$ cat config.mk
export PLATFORM = sky130hd
export DESIGN_NAME = greedy_word_wrap_core
export DESIGN_NICKNAME = d
export VERILOG_FILES = /design/src/gww_pkg.sv /design/src/gww_ram.sv /design/src/greedy_word_wrap_core.sv
export SDC_FILE = /design/constraint.sdc
export NUM_CORES = 1
export LEC_CHECK = 0
export BUFFER_PORTS_ARGS = -buffer_cell sky130_fd_sc_hd__clkbuf_2
export CAP_MARGIN = 10
export CORE_UTILIZATION = 45
export CTS_CLUSTER_SIZE = 25
export DETAILED_ROUTE_END_ITERATION = 16
export SETUP_SLACK_MARGIN = 0.3
export SLEW_MARGIN = 20
export SYNTH_ARGS = -nofsm -noshare
export SYNTH_HDL_FRONTEND = slang
export SYNTH_HIERARCHICAL = 1
export SYNTH_SLANG_ARGS = --single-unit
$ cat constraint.sdc
create_clock -name clk -period 6.25 [get_ports clk]
set_input_delay 0 -clock clk [delete_from_list [all_inputs] [get_ports clk]]
set_output_delay 0 -clock clk [all_outputs]
set_load 0.1 [all_outputs]
$ cat src/gww_pkg.sv
// Shared constants, result codes and helpers for the greedy word wrap block.
package gww_pkg;

  localparam int unsigned MAX_COLUMNS = 16;
  localparam int unsigned STORE_AW    = $clog2(MAX_COLUMNS);

  localparam logic [7:0] NEWLINE_BYTE = 8'd10;
  localparam logic [7:0] SPACE_BYTE   = 8'd32;
  localparam logic [7:0] TAB_BYTE     = 8'd9;
  localparam logic [7:0] CR_BYTE      = 8'd13;

  localparam logic [4:0] COLUMNS_RESET = 5'd16;

  typedef enum logic [1:0] {
    KIND_CHAR  = 2'd0,
    KIND_BREAK = 2'd1,
    KIND_END   = 2'd2
  } kind_t;

  // Whitespace: tab through carriage return, and space.
  function automatic logic is_ws(input logic [7:0] b);
    is_ws = (b == SPACE_BYTE) || ((b >= TAB_BYTE) && (b <= CR_BYTE));
  endfunction

  // Clamp the column register into 1 .. MAX_COLUMNS.
  function automatic logic [4:0] eff_cols(input logic [4:0] c);
    logic [4:0] r;
    if (c == 5'd0) begin
      r = 5'd1;
    end else if (c > 5'(MAX_COLUMNS)) begin
      r = 5'(MAX_COLUMNS);
    end else begin
      r = c;
    end
    eff_cols = r;
  endfunction

endpackage

$ cat src/gww_ram.sv
// Generic single-write, single-read RAM with registered read data.
module gww_ram #(
  parameter int unsigned WIDTH = 8,
  parameter int unsigned DEPTH = 16
) (
  input  logic                     clk,
  input  logic                     wr_en,
  input  logic [$clog2(DEPTH)-1:0] wr_addr,
  input  logic [WIDTH-1:0]         wr_data,
  input  logic                     rd_en,
  input  logic [$clog2(DEPTH)-1:0] rd_addr,
  output logic [WIDTH-1:0]         rd_data
);

  logic [WIDTH-1:0] mem [DEPTH];

  always_ff @(posedge clk) begin
    if (wr_en) begin
      mem[wr_addr] <= wr_data;
    end
    if (rd_en) begin
      rd_data <= mem[rd_addr];
    end
  end

endmodule

$ cat src/greedy_word_wrap_core.sv
// Greedy word wrap: text bytes in, characters, line breaks and end marker out.
//
//   channel | signals                                   | direction
//   --------+-------------------------------------------+----------
//   cfg     | cfg_valid, cfg_ready, cfg_data[4:0]       | in
//   in      | in_valid, in_ready, text_byte, end_of_text| in
//   out     | out_valid, out_ready, kind, out_byte,     | out
//           | final_result                              |
//
// An input transaction is taken only in the idle state; a plain character is
// accepted, then emitted. A buffered word is flushed ahead of the byte that
// ended it: a fit check, then a word store read and an emit per character,
// plus a line break wherever one is due. No new byte is taken until the last
// one is fully handled. The word store has one read port and the add/compare
// unit is a single shared one. Reset (rst, synchronous) clears the sequencer,
// line length, pending flag and word count; the column register returns to 16
// and the word store is left as is. A stalled output holds the sequencer in
// its emit state; cfg_ready is always high.
module greedy_word_wrap_core
  import gww_pkg::*;
(
  input  logic       clk,
  input  logic       rst,
  // configuration write channel
  input  logic       cfg_valid,
  output logic       cfg_ready,
  input  logic [4:0] cfg_data,
  // input item channel
  input  logic       in_valid,
  output logic       in_ready,
  input  logic [7:0] text_byte,
  input  logic       end_of_text,
  // result channel
  output logic       out_valid,
  input  logic       out_ready,
  output logic [1:0] kind,
  output logic [7:0] out_byte,
  output logic       final_result
);

  typedef enum logic [2:0] {
    S_IDLE,  // wait for an input transaction
    S_RCHK,  // decide the break before a buffered word
    S_RD,    // issue a word store read
    S_RCHR,  // append a replayed character
    S_RBRK,  // break after a replayed character filled the line
    S_PROC,  // handle the latched byte itself
    S_PBRK,  // break after the latched byte filled the line
    S_END    // end-of-text marker
  } state_t;

  state_t state, state_next;

  logic [4:0]          columns;
  logic [4:0]          line_length, line_length_next;
  logic                word_pending, word_pending_next;
  logic [4:0]          word_count, word_count_next;
  logic [7:0]          byte_q, byte_q_next;
  logic                last_q, last_q_next;
  logic                do_proc, do_proc_next;
  logic [4:0]          rlen, rlen_next;
  logic [STORE_AW-1:0] idx, idx_next;

  logic       out_valid_next, final_result_next;
  logic [1:0] kind_next;
  logic [7:0] out_byte_next;

  // emit request from the sequencer
  logic       emit_en;
  kind_t      emit_kind;
  logic [7:0] emit_byte;
  logic       emit_fin;

  // word store
  logic                ram_we, ram_re;
  logic [7:0]          ram_rdata;

  // shared add/compare unit
  logic [4:0] unit_a, unit_b;
  logic [5:0] sum;
  logic       sum_ge;

  logic [4:0] cw;
  logic       out_free;
  logic       in_ws, byte_ws;
  logic       len_ok;
  logic       idx_done;
  state_t     next_after;
  state_t     after_resolve;

  assign cfg_ready = 1'b1;
  assign in_ready  = (state == S_IDLE);

  assign cw       = eff_cols(columns);
  assign out_free = !out_valid || out_ready;
  assign in_ws    = is_ws(text_byte);
  assign byte_ws  = is_ws(byte_q);
  assign len_ok   = (rlen != 5'd0) && (rlen <= cw);
  assign idx_done = (({1'b0, idx} + 5'd1) == word_count);

  assign sum    = {1'b0, unit_a} + {1'b0, unit_b};
  assign sum_ge = (sum >= {1'b0, cw});

  // Where to go once the current byte is fully handled.
  assign next_after    = last_q ? S_END : S_IDLE;
  assign after_resolve = do_proc ? S_PROC : next_after;

  gww_ram #(
    .WIDTH (8),
    .DEPTH (MAX_COLUMNS)
  ) u_word_store (
    .clk     (clk),
    .wr_en   (ram_we),
    .wr_addr (word_count[STORE_AW-1:0]),
    .wr_data (text_byte),
    .rd_en   (ram_re),
    .rd_addr (idx),
    .rd_data (ram_rdata)
  );

  always_comb begin
    state_next        = state;
    line_length_next  = line_length;
    word_pending_next = word_pending;
    word_count_next   = word_count;
    byte_q_next       = byte_q;
    last_q_next       = last_q;
    do_proc_next      = do_proc;
    rlen_next         = rlen;
    idx_next          = idx;
    emit_en           = 1'b0;
    emit_kind         = KIND_CHAR;
    emit_byte         = 8'd0;
    emit_fin          = 1'b0;
    ram_we            = 1'b0;
    ram_re            = 1'b0;
    unit_a            = line_length;
    unit_b            = 5'd1;

    unique case (state)
      S_IDLE: begin
        if (in_valid) begin
          byte_q_next = text_byte;
          last_q_next = end_of_text;
          idx_next    = '0;
          if (word_pending && !in_ws && (word_count < cw)) begin
            // buffer one more word character
            ram_we          = 1'b1;
            word_count_next = word_count + 5'd1;
            if (end_of_text) begin
              rlen_next    = word_count + 5'd1;
              do_proc_next = 1'b0;
              state_next   = S_RCHK;
            end
          end else if (word_pending) begin
            // word ended (whitespace) or grew past the line width
            rlen_next    = in_ws ? word_count : word_count + 5'd1;
            do_proc_next = 1'b1;
            state_next   = S_RCHK;
          end else begin
            do_proc_next = 1'b1;
            state_next   = S_PROC;
          end
        end
      end

      S_RCHK: begin
        // the word fits a line but not the rest of this one when
        // line_length + rlen - 1 >= cw
        unit_b = rlen - 5'd1;
        if (!(len_ok && sum_ge) || out_free) begin
          if (len_ok && sum_ge) begin
            emit_en          = 1'b1;
            emit_kind        = KIND_BREAK;
            line_length_next = 5'd0;
          end
          if (word_count != 5'd0) begin
            state_next = S_RD;
          end else begin
            word_pending_next = 1'b0;
            state_next        = after_resolve;
          end
        end
      end

      S_RD: begin
        ram_re     = 1'b1;
        state_next = S_RCHR;
      end

      S_RCHR: begin
        if (out_free) begin
          emit_en          = 1'b1;
          emit_kind        = KIND_CHAR;
          emit_byte        = ram_rdata;
          line_length_next = sum[4:0];
          if (sum_ge) begin
            state_next = S_RBRK;
          end else if (idx_done) begin
            word_pending_next = 1'b0;
            word_count_next   = 5'd0;
            state_next        = after_resolve;
          end else begin
            idx_next   = idx + 1'b1;
            state_next = S_RD;
          end
        end
      end

      S_RBRK: begin
        if (out_free) begin
          emit_en          = 1'b1;
          emit_kind        = KIND_BREAK;
          line_length_next = 5'd0;
          if (idx_done) begin
            word_pending_next = 1'b0;
            word_count_next   = 5'd0;
            state_next        = after_resolve;
          end else begin
            idx_next   = idx + 1'b1;
            state_next = S_RD;
          end
        end
      end

      S_PROC: begin
        if (byte_q == NEWLINE_BYTE) begin
          if (out_free) begin
            emit_en          = 1'b1;
            emit_kind        = KIND_BREAK;
            line_length_next = 5'd0;
            state_next       = next_after;
          end
        end else if (byte_ws && (line_length == 5'd0)) begin
          // drop whitespace at the start of a line
          state_next = next_after;
        end else if (out_free) begin
          emit_en          = 1'b1;
          emit_kind        = KIND_CHAR;
          emit_byte        = byte_q;
          line_length_next = sum[4:0];
          if (sum_ge) begin
            state_next = S_PBRK;
          end else begin
            if (byte_ws && !last_q) begin
              // kept space: hold the next word until its length is known
              word_pending_next = 1'b1;
              word_count_next   = 5'd0;
            end
            state_next = next_after;
          end
        end
      end

      S_PBRK: begin
        if (out_free) begin
          emit_en          = 1'b1;
          emit_kind        = KIND_BREAK;
          line_length_next = 5'd0;
          state_next       = next_after;
        end
      end

      S_END: begin
        if (out_free) begin
          emit_en           = 1'b1;
          emit_kind         = KIND_END;
          emit_fin          = 1'b1;
          line_length_next  = 5'd0;
          word_pending_next = 1'b0;
          word_count_next   = 5'd0;
          state_next        = S_IDLE;
        end
      end

      default: begin
        state_next = S_IDLE;
      end
    endcase
  end

  // Output register: load on emit, drop once the sink takes it.
  always_comb begin
    out_valid_next    = out_valid;
    kind_next         = kind;
    out_byte_next     = out_byte;
    final_result_next = final_result;
    if (emit_en) begin
      out_valid_next    = 1'b1;
      kind_next         = emit_kind;
      out_byte_next     = emit_byte;
      final_result_next = emit_fin;
    end else if (out_ready) begin
      out_valid_next = 1'b0;
    end
  end

  always_ff @(posedge clk) begin
    if (rst) begin
      state        <= S_IDLE;
      columns      <= COLUMNS_RESET;
      line_length  <= 5'd0;
      word_pending <= 1'b0;
      word_count   <= 5'd0;
      out_valid    <= 1'b0;
    end else begin
      state        <= state_next;
      line_length  <= line_length_next;
      word_pending <= word_pending_next;
      word_count   <= word_count_next;
      out_valid    <= out_valid_next;
      if (cfg_valid && cfg_ready) begin
        columns <= cfg_data;
      end
    end
    byte_q       <= byte_q_next;
    last_q       <= last_q_next;
    do_proc      <= do_proc_next;
    rlen         <= rlen_next;
    idx          <= idx_next;
    kind         <= kind_next;
    out_byte     <= out_byte_next;
    final_result <= final_result_next;
  end

`ifndef SYNTHESIS
  // Buffered characters exist only while a word is pending.
  a_count_needs_pending: assert property (@(posedge clk) disable iff (rst)
    (word_count != 5'd0) |-> word_pending)
    else $error("word_count nonzero without a pending word");

  // The word count never exceeds the word store depth (MAX_COLUMNS).
  a_count_bounded: assert property (@(posedge clk) disable iff (rst)
    word_count <= 5'(MAX_COLUMNS))
    else $error("word_count exceeds store depth");

  // The end flag rides only on the end marker.
  a_final_is_end: assert property (@(posedge clk) disable iff (rst)
    (out_valid && final_result) |-> (kind == KIND_END))
    else $error("final_result on a non-end result");

  // Breaks and end markers carry a zero byte.
  a_byte_zero: assert property (@(posedge clk) disable iff (rst)
    (out_valid && (kind != KIND_CHAR)) |-> (out_byte == 8'd0))
    else $error("nonzero byte on a break or end result");

  // An emitted end marker leaves the line empty and nothing pending.
  a_end_clears: assert property (@(posedge clk) disable iff (rst)
    (emit_en && (emit_kind == KIND_END)) |=> (line_length == 5'd0) && !word_pending)
    else $error("end marker did not clear line state");
`endif

endmodule

==> metrics <==
Worst-Skew Late Latency 430 ps; DR pass1 iterations 5; via count 5315; maxcap violations 0; Num CTS Buffers 17; Worst EP arrival 4470 ps; Crit Path Category reg -> reg; Hold Crit Class in -> reg; final WL 19.0 mm; sequential cell area fraction in the yosys report 62.0%; global-route wire length before repair 30.0 mm; Die X 141 microns; FILL cells 1551; clock transition at the registers of the reported paths 70 ps; grt total ovfl 0; met2 WL 9.08 mm; FMAX 227 MHz; reg2reg path depth 14; H-tree Lvls 4; number of nets in the layout 700; row cnt 50; Area Overhead vs Synth 13.0%; CP endpoint kind flop; Antenna Violating Nets Remaining 0; post-route clock period utilization 70.4%; Leak 0.00334 uW; Routability Congestion 0.853; Post-synth EDFFs 166; worst hold path startpoint rst; WP data required 6320 ps; IO Count 33; crit-path max FO 15; Iter 0 DRT Violations 447; Synth cell types 73; total core area 18800 sq um; setup TNS 0 ps; mean routed wirelength per cell 20.5 microns; largest net degree at the start of global routing 36; total setup buffers inserted after CTS 0; yosys warns 6; Critical Path Source Type flop; hold path endpoint line_length[2]; DRC 0; Die ar. 19900 sq um; Detail Route met3 WL 982 microns; reg2reg end kind[0]; # hold bufs at CTS 12; HPWL after detailed placement 13.1 mm; Num Clock Sinks 186; worst slew pin tran 965 ps; Hold WS 48.5 ps; total global routing track utilization 20.6%; Post-Syn Nets 657; final worst path period need 4400 ps; worst r2r src state[0]; PostCTS Resize Cnt 0; post-synthesis cell area 8690 sq um; vias in the first global route 5339; # setup viols final 0; clock skew 9.33 ps; die height 141 microns; share of the synthesized area in the top cell type 57.4%; Starting Density 46.1%; ys async rst share 0%; R2R setup slack 1850 ps; P per Cell Area 403 nW/um^2; max-slew violations 0; CTS tree yes; FF+latch count, synth 186; Max rail drop VDD 0.221 mV; RSZ-0062 raised after global routing false; Mapped Cells 614; final hold vios 0; Mapped Avg Cell Area 14.1 sq um; Max-slew headroom 35.4%; initial antenna violation count 0; CTS max path bufs 2; CTS Root Cell clkbuf_16; Ant. Diodes 0; fraction of layout cells with a size suffix above 1 16.4%; highest routed layer met4; routed vias/inst 5.72; outcome complete, no violations; Synth Flop Type edfxtp_1; cell taking the most area after synthesis edfxtp_1; Hold Crit Depth 2; ranking of synthesized cells by area edfxtp_1, mux4_2, dfxtp_1; IO buf count 31; metal1 wirelength 8.57 mm
==> placed cells by master, fill, tap and decap left out, types with 5 or more instances in the layout <==
cell type / synthesis / layout
a211oi_1: 5 / 5
a21oi_1: 24 / 24
a22oi_1: 24 / 24
buf_4: 2 / 7
clkbuf_16: 0 / 17
clkbuf_2: 0 / 31
dfxtp_1: 20 / 20
dlygate4sd3_1: 0 / 12
edfxtp_1: 166 / 166
ha_1: 23 / 23
inv_1: 21 / 21
mux2i_1: 6 / 6
mux4_1: 14 / 14
mux4_2: 18 / 18
nand2_1: 43 / 43
nand2b_1: 12 / 12
nand3_1: 12 / 12
nand3b_1: 5 / 5
nor2_1: 56 / 55
nor3_1: 13 / 13
o211ai_1: 5 / 5
o21ai_0: 13 / 13
o31ai_1: 6 / 6
xnor2_1: 12 / 12
xor2_1: 5 / 5
==> kinds of logic after synthesis <==
family                   after synthesis  share of synthesized area [%]
AO/OA/AOI/OAI                        123                           10.2
AND/OR/NAND/NOR                      176                           10.2
adder cells (fa/ha/maj)               24                           3.54
flip-flops                           186                           62.0
other                                  1                         0.0432
XOR/XNOR                              17                           1.71
multiplexers                          38                           9.59
buffers and inverters                 49                           2.74
==> per-layer routing <==
metal	track usage (%)	vias to the layer above
li1	-	2490
met1	27.7	2629
met2	33.0	169
met3	4.11	27
met4	7.95	0
met5	0	-
==> sequential cells by signal (all words and copies together), names as in the netlist <==
register / flops
word_pending: 1
byte_q: 8
columns: 5
line_length: 5
state: 3
rlen: 5
out_byte: 8
word_count: 5
u_word_store/rd_data: 8
kind: 2
u_word_store/mem: 128
final_result: 1
last_q: 1
out_valid: 1
idx: 4
do_proc: 1
==> layout make-up <==
type                            count  area, sq um  share of cell area [%]
Clock buffer                       17          425                    4.34
Multi-Input combinational cell    379         3070                    31.2
Inverter                           23         86.3                   0.880
Clock inverter                     15          195                    1.99
Sequential cell                   186         5390                    54.9
Tap cell                          260          325                    3.32
Timing Repair Buffer               50          328                    3.34
==> cell usage after synthesis (4+ instances only) <==
cell type	n
xnor2_1	12
nor2b_1	4
mux4_2	18
a21o_1	4
and2_1	4
nand3b_1	5
a311oi_1	4
buf_2	4
edfxtp_1	166
xor2_1	5
mux2i_1	6
nand3_1	12
clkbuf_1	13
nand2_1	43
ha_1	23
nor3_1	13
nand2b_1	12
nor2_1	56
and3_1	4
o32ai_1	4
mux4_1	14
inv_1	21
o211ai_1	5
o31ai_1	6
o21ai_1	4
a22oi_1	24
dfxtp_1	20
o21ai_0	13
a21oi_1	24
a211oi_1	5
==> through the flow <==
| step | area [sq um] | worst slack [ps] | util [%] | total power, uW | cells |
|---|---|---|---|---|---|
| 2_1_floorplan | 8690 | 1180 | - | 2580 | 614 |
| 3_3_place_gp | 9070 | 1710 | 48.2 | 2850 | 886 |
| 3_5_place_dp | 9070 | 1540 | 48.2 | 2850 | 886 |
| 4_1_cts | 9810 | 1520 | 52.1 | 3980 | 930 |
| 5_1_grt | 9810 | 1500 | 52.1 | 4130 | 930 |
| 6_report | 9810 | 1850 | 52.1 | 3950 | 930 |
==> worst max path at each step <==
stage	startpoint	endpoint	slack [ps]	depth (start not counted)
floorplan	state[0]	u_word_store/mem[0][0]	1180	6
global placement	state[0]	out_byte[4]	1710	14
detailed placement	state[0]	out_byte[3]	1540	14
CTS	state[0]	out_byte[3]	1520	14
global route	state[0]	kind[0]	1500	14
finish	state[0]	kind[0]	1850	14
==> worst max-delay path, stage by stage, from the launching register on <==
cell      delay [ps]
dfxtp_1          580
nor2b_1          370
nand2_1          180
or2_2            330
fa_1             430
inv_1             70
a21o_1           100
a21oi_1           70
xnor2_1          150
ha_1             310
o211ai_1         120
o221ai_2         320
nand3_1          190
and3_1           230
nor2_2           580
==> report_power, final <==
group          internal, uW  leakage (uW)  switching (uW)
logic                   413       0.00137             832
clock network           613      0.000295             502
registers              1480       0.00168             115
(Power assumes the default switching activity.)
